<file path="src/rtl/ffa_pkg.sv">
package ffa_pkg;

  localparam int unsigned DefaultMaxObjects = 16;
  localparam logic [20:0] SegResetBytes = 21'(4096 * 200);
  localparam logic [20:0] StartMax = 21'h0FFFFF;

  localparam logic [1:0] OpAlloc   = 2'd0;
  localparam logic [1:0] OpFree    = 2'd1;
  localparam logic [1:0] OpAcquire = 2'd2;
  localparam logic [1:0] OpRelease = 2'd3;

  localparam logic [1:0] StOk      = 2'd0;
  localparam logic [1:0] StNoSpace = 2'd1;
  localparam logic [1:0] StNotFound = 2'd2;
  localparam logic [1:0] StBusy    = 2'd3;

  typedef struct packed {
    logic [1:0]  operation;
    logic [15:0] object_id;
    logic [20:0] request_bytes;
    logic [15:0] attribute;
  } req_t;

  typedef struct packed {
    logic [1:0]  status;
    logic [15:0] result_id;
    logic [19:0] start_offset;
    logic [20:0] object_bytes;
    logic [15:0] object_attribute;
  } rsp_t;

  typedef struct packed {
    logic [19:0] start;
    logic [20:0] bytes;
    logic [15:0] ident;
    logic [15:0] attr;
    logic        locked;
  } entry_t;

  // Controller to datapath.
  typedef struct packed {
    logic load;      // capture request, clear scan state
    logic scan;      // examine entry at index and advance
    logic decide;    // compute allocate result from scan state
    logic shift;     // move one entry during insert or remove
    logic write;     // write the new or updated entry
    logic finish;    // load the output register
  } cmd_t;

  // Datapath to controller.
  typedef struct packed {
    logic scan_done;
    logic shift_done;
  } sts_t;

endpackage

</file>
<file path="src/rtl/ffa_ctrl.sv">
module ffa_ctrl (
  input  logic          clk_i,
  input  logic          rst_ni,
  input  logic          in_valid_i,
  output logic          in_ready_o,
  output logic          out_valid_o,
  input  logic          out_ready_i,
  input  ffa_pkg::sts_t sts_i,
  output ffa_pkg::cmd_t cmd_o
);
  import ffa_pkg::*;

  localparam logic [2:0] SIdle   = 3'd0;
  localparam logic [2:0] SScan   = 3'd1;
  localparam logic [2:0] SDecide = 3'd2;
  localparam logic [2:0] SShift  = 3'd3;
  localparam logic [2:0] SWrite  = 3'd4;

  logic [2:0] state_q, state_d;
  logic       out_valid_q, out_valid_d;

  assign in_ready_o  = (state_q == SIdle) && !out_valid_q;
  assign out_valid_o = out_valid_q;

  always_comb begin
    state_d     = state_q;
    out_valid_d = out_valid_q;
    cmd_o       = '0;
    if (out_valid_q && out_ready_i) begin
      out_valid_d = 1'b0;
    end
    case (state_q)
      SIdle: begin
        if (in_valid_i && in_ready_o) begin
          cmd_o.load = 1'b1;
          state_d    = SScan;
        end
      end
      SScan: begin
        cmd_o.scan = 1'b1;
        if (sts_i.scan_done) begin
          state_d = SDecide;
        end
      end
      SDecide: begin
        cmd_o.decide = 1'b1;
        state_d      = SShift;
      end
      SShift: begin
        if (sts_i.shift_done) begin
          state_d = SWrite;
        end else begin
          cmd_o.shift = 1'b1;
        end
      end
      SWrite: begin
        cmd_o.write  = 1'b1;
        cmd_o.finish = 1'b1;
        out_valid_d  = 1'b1;
        state_d      = SIdle;
      end
      default: state_d = SIdle;
    endcase
  end

  always_ff @(posedge clk_i or negedge rst_ni) begin
    if (!rst_ni) begin
      state_q     <= SIdle;
      out_valid_q <= 1'b0;
    end else begin
      state_q     <= state_d;
      out_valid_q <= out_valid_d;
    end
  end

endmodule

</file>
<file path="src/rtl/ffa_dpath.sv">
module ffa_dpath #(
  parameter int unsigned MaxObjects = ffa_pkg::DefaultMaxObjects
) (
  input  logic          clk_i,
  input  logic          rst_ni,
  input  logic          cfg_we_i,
  input  logic [20:0]   cfg_data_i,
  input  ffa_pkg::req_t req_i,
  input  ffa_pkg::cmd_t cmd_i,
  output ffa_pkg::sts_t sts_o,
  output ffa_pkg::rsp_t rsp_o
);
  import ffa_pkg::*;

  localparam int unsigned IdxW = $clog2(MaxObjects);
  localparam int unsigned CntW = $clog2(MaxObjects + 1);
  localparam logic [CntW-1:0] MaxCnt = CntW'(MaxObjects);

  entry_t mem_q [MaxObjects];
  entry_t rd_q;

  logic [20:0]     seg_q;
  logic [CntW-1:0] count_q;
  req_t            req_q;
  logic [CntW-1:0] idx_q, idx_d;
  logic            rd_ok_q;
  logic [15:0]     low_q, high_q;
  logic [21:0]     prev_end_q;
  logic            gap_found_q;
  logic [CntW-1:0] gap_pos_q;
  logic            found_q;
  logic [CntW-1:0] found_pos_q;
  entry_t          found_e_q;
  logic [CntW-1:0] pos_q;
  logic [CntW-1:0] sh_q;
  logic            do_ins_q, do_rem_q, do_upd_q;
  logic [1:0]      st_q;
  logic [15:0]     nid_q;
  logic [19:0]     nstart_q;
  rsp_t            rsp_q;

  // Scan reads entry idx_q from memory into a register; the registered word is
  // examined in the next cycle, at index idx_q minus one.
  logic [CntW-1:0] rd_idx;
  logic [22:0]     fit_sum;
  logic [21:0]     ent_end;
  logic            is_alloc;
  logic [IdxW-1:0] mem_raddr;
  logic [CntW-1:0] sh_src;

  logic [1:0]      dec_st;
  logic            dec_ins, dec_rem, dec_upd;
  logic [CntW-1:0] dec_pos, dec_sh;
  logic [15:0]     dec_nid;

  assign is_alloc = (req_q.operation == OpAlloc);
  assign rd_idx   = idx_q - CntW'(1);
  assign ent_end  = 22'(rd_q.start) + 22'(rd_q.bytes);
  assign fit_sum  = 23'(prev_end_q) + 23'(req_q.request_bytes);
  assign sts_o.scan_done  = !rd_ok_q && (idx_q >= count_q) && (idx_q != '0 || count_q == '0)
                            ? 1'b1 : (rd_ok_q && idx_q >= count_q);
  assign sts_o.shift_done = !(do_ins_q && sh_q > pos_q) &&
                            !(do_rem_q && sh_q + CntW'(1) < count_q);

  // Insert moves entry sh-1 to sh; remove moves entry sh+1 to sh.
  assign sh_src = do_ins_q ? sh_q - CntW'(1) : sh_q + CntW'(1);

  always_comb begin
    mem_raddr = idx_q[IdxW-1:0];
    if (!cmd_i.scan) begin
      mem_raddr = sh_src[IdxW-1:0];
    end
  end

  always_ff @(posedge clk_i) begin
    rd_q <= mem_q[mem_raddr];
  end

  always_comb begin
    idx_d = idx_q;
    if (cmd_i.scan && idx_q < count_q) begin
      idx_d = idx_q + CntW'(1);
    end
  end

  always_comb begin
    dec_st  = StOk;
    dec_ins = 1'b0;
    dec_rem = 1'b0;
    dec_upd = 1'b0;
    dec_pos = '0;
    dec_nid = '0;
    dec_sh  = count_q;
    if (is_alloc) begin
      if (count_q == '0) begin
        dec_ins = 1'b1;
      end else if (count_q >= MaxCnt) begin
        dec_st = StNoSpace;
      end else if (low_q == '0 && high_q == '1) begin
        dec_st = StNoSpace;
      end else begin
        dec_nid = (low_q != '0) ? low_q - 16'd1 : high_q + 16'd1;
        if (gap_found_q) begin
          dec_pos = gap_pos_q;
          dec_ins = 1'b1;
        end else if (23'(prev_end_q) + 23'(req_q.request_bytes) > 23'(seg_q) ||
                     prev_end_q > 22'(StartMax)) begin
          dec_st = StNoSpace;
        end else begin
          dec_pos = count_q;
          dec_ins = 1'b1;
        end
      end
    end else if (!found_q) begin
      dec_st = StNotFound;
    end else if (req_q.operation == OpFree) begin
      dec_rem = 1'b1;
      dec_sh  = found_pos_q;
    end else if (req_q.operation == OpAcquire && found_e_q.locked) begin
      dec_st = StBusy;
    end else begin
      dec_upd = 1'b1;
    end
  end

  // Shifting reads then writes each entry, with sh_ph_q selecting the read or write phase.
  logic sh_ph_q;

  always_ff @(posedge clk_i) begin
    if (cmd_i.shift && sh_ph_q) begin
      mem_q[sh_q[IdxW-1:0]] <= rd_q;
    end else if (cmd_i.write && (do_ins_q || do_upd_q)) begin
      if (do_ins_q) begin
        mem_q[pos_q[IdxW-1:0]] <= '{start: nstart_q, bytes: req_q.request_bytes,
                                     ident: nid_q, attr: req_q.attribute, locked: 1'b0};
      end else begin
        mem_q[found_pos_q[IdxW-1:0]] <= '{start: found_e_q.start, bytes: found_e_q.bytes,
                                           ident: found_e_q.ident, attr: found_e_q.attr,
                                           locked: (req_q.operation == OpAcquire)};
      end
    end
  end

  always_ff @(posedge clk_i or negedge rst_ni) begin
    if (!rst_ni) begin
      seg_q   <= SegResetBytes;
      count_q <= '0;
      sh_ph_q <= 1'b0;
    end else begin
      if (cfg_we_i) begin
        seg_q <= cfg_data_i;
      end
      if (cmd_i.shift) begin
        sh_ph_q <= !sh_ph_q;
      end else begin
        sh_ph_q <= 1'b0;
      end
      if (cmd_i.write) begin
        if (do_ins_q) begin
          count_q <= count_q + CntW'(1);
        end else if (do_rem_q) begin
          count_q <= count_q - CntW'(1);
        end
      end
    end
  end

  always_ff @(posedge clk_i) begin
    if (cmd_i.load) begin
      req_q       <= req_i;
      idx_q       <= '0;
      rd_ok_q     <= 1'b0;
      low_q       <= '1;
      high_q      <= '0;
      gap_found_q <= 1'b0;
      found_q     <= 1'b0;
    end
    if (cmd_i.scan) begin
      idx_q   <= idx_d;
      rd_ok_q <= (idx_q < count_q);
      if (rd_ok_q) begin
        if (rd_q.ident < low_q) low_q <= rd_q.ident;
        if (rd_q.ident > high_q) high_q <= rd_q.ident;
        if (!found_q && rd_q.ident == req_q.object_id) begin
          found_q     <= 1'b1;
          found_pos_q <= rd_idx;
          found_e_q   <= rd_q;
        end
        if (rd_idx != '0 && !gap_found_q && fit_sum <= 23'(rd_q.start)) begin
          gap_found_q <= 1'b1;
          gap_pos_q   <= rd_idx;
        end
        prev_end_q <= ent_end;
        if (!(rd_idx != '0 && !gap_found_q && fit_sum <= 23'(rd_q.start)) && !gap_found_q) begin
          nstart_q <= ent_end[19:0];
        end
      end
    end
    if (cmd_i.decide) begin
      do_ins_q <= dec_ins;
      do_rem_q <= dec_rem;
      do_upd_q <= dec_upd;
      st_q     <= dec_st;
      pos_q    <= dec_pos;
      nid_q    <= dec_nid;
      sh_q     <= dec_sh;
      if (is_alloc && count_q == '0) begin
        nstart_q <= '0;
      end
    end
    if (cmd_i.shift && sh_ph_q) begin
      sh_q <= do_ins_q ? sh_q - CntW'(1) : sh_q + CntW'(1);
    end
    if (cmd_i.finish) begin
      rsp_q.status <= st_q;
      if (st_q == StOk && do_ins_q) begin
        rsp_q.result_id        <= nid_q;
        rsp_q.start_offset     <= nstart_q;
        rsp_q.object_bytes     <= req_q.request_bytes;
        rsp_q.object_attribute <= req_q.attribute;
      end else if (st_q == StOk && req_q.operation == OpAcquire) begin
        rsp_q.result_id        <= '0;
        rsp_q.start_offset     <= found_e_q.start;
        rsp_q.object_bytes     <= found_e_q.bytes;
        rsp_q.object_attribute <= found_e_q.attr;
      end else begin
        rsp_q.result_id        <= '0;
        rsp_q.start_offset     <= '0;
        rsp_q.object_bytes     <= '0;
        rsp_q.object_attribute <= '0;
      end
    end
  end

  assign rsp_o = rsp_q;

endmodule

</file>
<file path="src/rtl/first_fit_object_allocator.sv">
// First-fit allocator for up to MAX_OBJECTS objects in one segment, kept in a
// table ordered by start offset. Each item scans the table one entry a cycle
// through the memory read port, then inserts or removes an entry by moving the
// entries behind it one at a time, each read and then written, or updates the
// lock of a found entry. A new item is taken once the previous result has been
// collected. segment_bytes is written through cfg_we_i and cfg_data_i; the user
// must write it only while the block is idle, which the block does not enforce.
module first_fit_object_allocator #(
  parameter int unsigned MAX_OBJECTS = ffa_pkg::DefaultMaxObjects
) (
  input  logic          clk_i,
  input  logic          rst_ni,
  input  logic          cfg_we_i,
  input  logic [20:0]   cfg_data_i,
  input  logic          in_valid_i,
  output logic          in_ready_o,
  input  ffa_pkg::req_t in_data_i,
  output logic          out_valid_o,
  input  logic          out_ready_i,
  output ffa_pkg::rsp_t out_data_o
);
  import ffa_pkg::*;

  cmd_t cmd;
  sts_t sts;

  ffa_ctrl u_ctrl (
    .clk_i       (clk_i),
    .rst_ni      (rst_ni),
    .in_valid_i  (in_valid_i),
    .in_ready_o  (in_ready_o),
    .out_valid_o (out_valid_o),
    .out_ready_i (out_ready_i),
    .sts_i       (sts),
    .cmd_o       (cmd)
  );

  ffa_dpath #(
    .MaxObjects (MAX_OBJECTS)
  ) u_dpath (
    .clk_i      (clk_i),
    .rst_ni     (rst_ni),
    .cfg_we_i   (cfg_we_i),
    .cfg_data_i (cfg_data_i),
    .req_i      (in_data_i),
    .cmd_i      (cmd),
    .sts_o      (sts),
    .rsp_o      (out_data_o)
  );

endmodule
</file>
<file path="config.mk">
export PLATFORM = sky130hd
export DESIGN_NAME = first_fit_object_allocator
export DESIGN_NICKNAME = d
export VERILOG_FILES = /design/src/rtl/ffa_pkg.sv /design/src/rtl/ffa_ctrl.sv /design/src/rtl/ffa_dpath.sv /design/src/rtl/first_fit_object_allocator.sv
export SDC_FILE = /design/constraint.sdc
export NUM_CORES = 2
export LEC_CHECK = 0
export BUFFER_PORTS_ARGS = -buffer_cell sky130_fd_sc_hd__buf_4
export CAP_MARGIN = 20
export CORE_UTILIZATION = 29
export DETAILED_ROUTE_END_ITERATION = 8
export HOLD_SLACK_MARGIN = 0.05
export PLACE_DENSITY = 0.49
export SLEW_MARGIN = 20
export SYNTH_ARGS = -nofsm -noshare
export SYNTH_HDL_FRONTEND = slang
export SYNTH_SLANG_ARGS = --single-unit
</file>
<file path="constraint.sdc">
create_clock -name clk_i -period 34.5 [get_ports clk_i]
set_input_delay 3.45 -clock clk_i [delete_from_list [all_inputs] [get_ports clk_i]]
set_output_delay 3.45 -clock clk_i [all_outputs]
set_load 0.005 [all_outputs]
</file>
==> summary.md <==
| Metric | Value |
|---|---|
| # nets final | `5703` |
| CP peak stage delay | `approximately 0.54 ns` |
| # IOs | `158` |
| Clk slew on worst S/H paths | `0.06 ns` |
| Setup bufs post-CTS | `0` |
| Worst Max-Slew Pin Slew | `about 1.2 ns` |
| Seq/Total Area, Yosys | `0.701` |
| Max Clk Rate | `183 MHz` |
| Worst setup startpoint | `u_ctrl.state_q[2]` |
| Total gr overflow | `0` |
| Synth async-reset ratio | `0.0192` |
| Pre-CTS WS | `29.02 ns` |
| FF-to-FF path depth | `14` |
| Total Routing Usage GR | `0.160` |
| Met3 routed WL | `9270 um` |
| Starting Density | `0.292` |
| Initial antenna violation count | `8` |
| Vias in the first global route | `~42000` |
| Syn Inst Count | `5332` |
| DR pass1 iterations | `6` |
| Status | `complete, no violations` |
| Port Buffer Count | `157` |
| RSZ-0062 raised after global routing | `no` |
| Slew Limit Fails | `0` |
| Fin worst setup slack | `29.03 ns` |
| Met2 WL | `between 80000 and 90000 um` |
| Mean area per synthesized cell | `12.6 um2` |
| Largest family of logic cells by synthesized area | `simple AND/OR/NAND/NOR gates` |
| Synth area leader | `edfxtp_1` |
| TritonCTS buffer count | `around 170` |
| DRC marker count from the first detailed-route iteration | `3892` |
| Syn Nets | `5555` |
| Worst R2R Start | `u_dpath.sh_q[0]` |
| Max FO, Critical Path | `8` |
| Overall routed net length | `roughly 190000 um` |
| Vias | `43175` |
| CP Class | `reg2out` |
| Placement row count | `176` |
| Clk_lat worst skew | `0.83 ns` |
| Cells along the critical path | `nor4_1 -> buf_4` |
| Remaining DRCs | `0` |
| H-tree depth | `4` |
| Post-synth top flop | `edfxtp_1` |
| # setup viols final | `0` |
| Hold buffers post-CTS | `0` |
| First-pass GRT wire length | `283000 um` |
| Worst vdd ir | `0.147 mV` |
| Antenna Nets Post-Route | `0` |
| Yosys warnings | `0` |
| Unique masters post-synth | `71` |
| Layout Skew | `roughly 0.053 ns` |
| Pin count of the biggest net entering global routing | `about 180` |
| Commonest cells after routing, fill and taps aside | `edfxtp_1 (1457), nand2_1 (1389), nand3_1 (327), buf_4 (290), a311oi_1 (222)` |
| Critical path's slowest cell | `nor4_1` |
| M1 wire length | `between 90000 and 100000 um` |
| Max Buffers Root-to-Sink | `3` |
| Adder-cell share of the synthesized area | `0.0268` |
| Synth Register Bits | `1616` |
| Max Cap Viol | `0` |
| CP Capture Point | `in_ready_o` |
| Worst setup EP type | `output pin` |
| WP data arrival | `2.02 ns` |
| Worst r2r dst | `u_dpath.mem_q[0][64]` |
| Proportion of layout cells with a drive suffix above 1 | `0.113` |
| Post-synthesis compound-gate area fraction | `0.0859` |
| Leakage power | `0.0276 uW` |
| Post-synth top area share | `0.651` |
| DR top layer | `met4` |
| Die Span Y | `~480 um` |
| Synthesized cell area | `between 60000 and 70000 um2` |
| # fillers | `22539` |
| CP Launch Type | `register` |
| Core area | `about 230000 um2` |
| Crit path required time | `a little over 30 ns` |
| Minimum clock period | `5.47 ns` |
| Fin crit share | `0.159` |
| Reg-to-reg setup timing slack | `29.12 ns` |
| Die X-Extent | `483 um` |
| Post-Synth XOR/XNOR Area | `0.0126` |
| Post-CTS sizing | `0` |
| Setup TNS | `0 ns` |
| Largest cells by area after synthesis | `edfxtp_1 (65%), nand2_1 (7.8%), dfxtp_1 (3.8%)` |
| Die area | `234000 um2` |
| Leading cell type in the layout, fill and taps excluded | `edfxtp_1` |
| Power per Cell Area | `around 100 nW/um2` |
| HP Class | `reg2reg` |
| Gp weighted congestion | `between 0.8 and 0.9` |
| Final count of hold timing violations | `0` |
| Post-DP HPWL | `roughly 110000 um` |
| Simple-Gate Fraction of Synth Area | `0.138` |
| Fraction of synthesized area in multiplexers | `0.00938` |
| EDFF count, synth | `1457` |
| Root buf cell | `clkbuf_16` |
| Area grow syn2layout | `15.9%` |
| Via density | `4.99` |
| Per-cell routed wire length | `22.0 um` |
| Max-slew headroom | `0.227` |
| CTS Sinks | `1616` |
| CTS tree | `built` |
==> worst max-delay path, delay by kind of cell (launching register included) <==
family / cells / cell delay, ns
and+or+nand+nor: 1 / 0.54
DFF: 1 / 0.45
buffers and inverters: 1 / 0.21
==> state kept, by name, summed over array words and instances (netlist names), 3 cells and up <==
name	count
u_dpath.gap_pos_q	5
u_dpath.nstart_q	20
u_dpath.low_q	16
u_dpath.nid_q	16
u_dpath.sh_q	5
u_dpath.pos_q	5
u_dpath.rsp_o	75
u_dpath.req_q	55
u_dpath.rd_q	74
u_dpath.found_e_q	74
u_dpath.high_q	16
u_dpath.count_q	5
u_dpath.found_pos_q	5
u_dpath.seg_q	21
u_dpath.mem_q	1184
u_dpath.prev_end_q	22
u_ctrl.state_q	3
u_dpath.idx_q	5
==> through the flow <==
| stage | cell area (um2) | std cells | utilization | power (uW) | hold slack, ns |
|---|---|---|---|---|---|
| after floorplan | 67200 | 5332 | - | 5080 | 0.403 |
| after global placement | 72200 | 8334 | 0.314 | 6340 | 0.414 |
| after detailed placement | 72200 | 8335 | 0.314 | 6360 | 0.421 |
| after CTS | 77800 | 8651 | 0.338 | 8230 | 0.432 |
| after global routing | 77900 | 8653 | 0.338 | 8650 | 0.436 |
| final | 77900 | 8654 | 0.338 | 8160 | 0.433 |
==> cell type report <==
| type | count | area, um2 | area share |
|---|---|---|---|
| Tap cell | 3026 | 3790 | 0.0486 |
| Clock inverter | 82 | 895 | 0.0115 |
| Antenna cell | 2 | 5.00 | 0.0000643 |
| Inverter | 116 | 437 | 0.00561 |
| Multi-Input combinational cell | 3281 | 18700 | 0.240 |
| Timing Repair Buffer | 297 | 2300 | 0.0296 |
| Sequential cell | 1616 | 47100 | 0.605 |
| Clock buffer | 234 | 4680 | 0.0601 |
==> kinds of logic after synthesis <==
family | after synthesis
buffers and inverters | 435
xor gates and xnor gates | 97
muxes | 58
DFF | 1616
and+or+nand+nor | 2167
adders and majority gates | 142
AOI/OAI and AO/OA | 817
==> where the power goes <==
group | switching [uW] | internal (uW) | leakage (uW)
logic | 2420 | 1090 | 0.0103
registers | 182 | 2620 | 0.0146
clock network | 781 | 1070 | 0.00274
total | 3380 | 4780 | 0.0276
==> synthesized netlist by cell type, types with 80 or more instances <==
cell type and number:
inv_1 115, dfxtp_1 128, a311oi_1 222, clkbuf_1 187
nor2_1 164, buf_2 115, a21oi_1 172, edfxtp_1 1457
a31oi_1 119, nand2_1 1390, nand3_1 328, and3_1 157
o21ai_0 80, ha_1 139
==> worst min path at each step <==
stage,startpoint,end,slack [ns],depth (start not counted)
3_3_place_gp,u_dpath.rd_q[1],u_dpath.found_e_q[1],0.41,0
6_report,u_dpath.rd_q[1],u_dpath.found_e_q[1],0.43,0
3_5_place_dp,u_dpath.rd_q[3],u_dpath.found_e_q[3],0.42,0
5_1_grt,u_dpath.rd_q[15],u_dpath.found_e_q[15],0.44,0
4_1_cts,u_dpath.rd_q[15],u_dpath.found_e_q[15],0.43,0
2_1_floorplan,u_dpath.sh_ph_q,u_dpath.sh_ph_q,0.40,1
==> per-layer routing <==
| metal | global-route usage | vias up |
|---|---|---|
| li1 | - | 19925 |
| met1 | 0.232 | 21966 |
| met2 | 0.251 | 1072 |
| met3 | 0.0219 | 212 |
| met4 | 0.0352 | 0 |
| met5 | 0 | - |
Note: power is estimated with default switching activity, not from simulation.
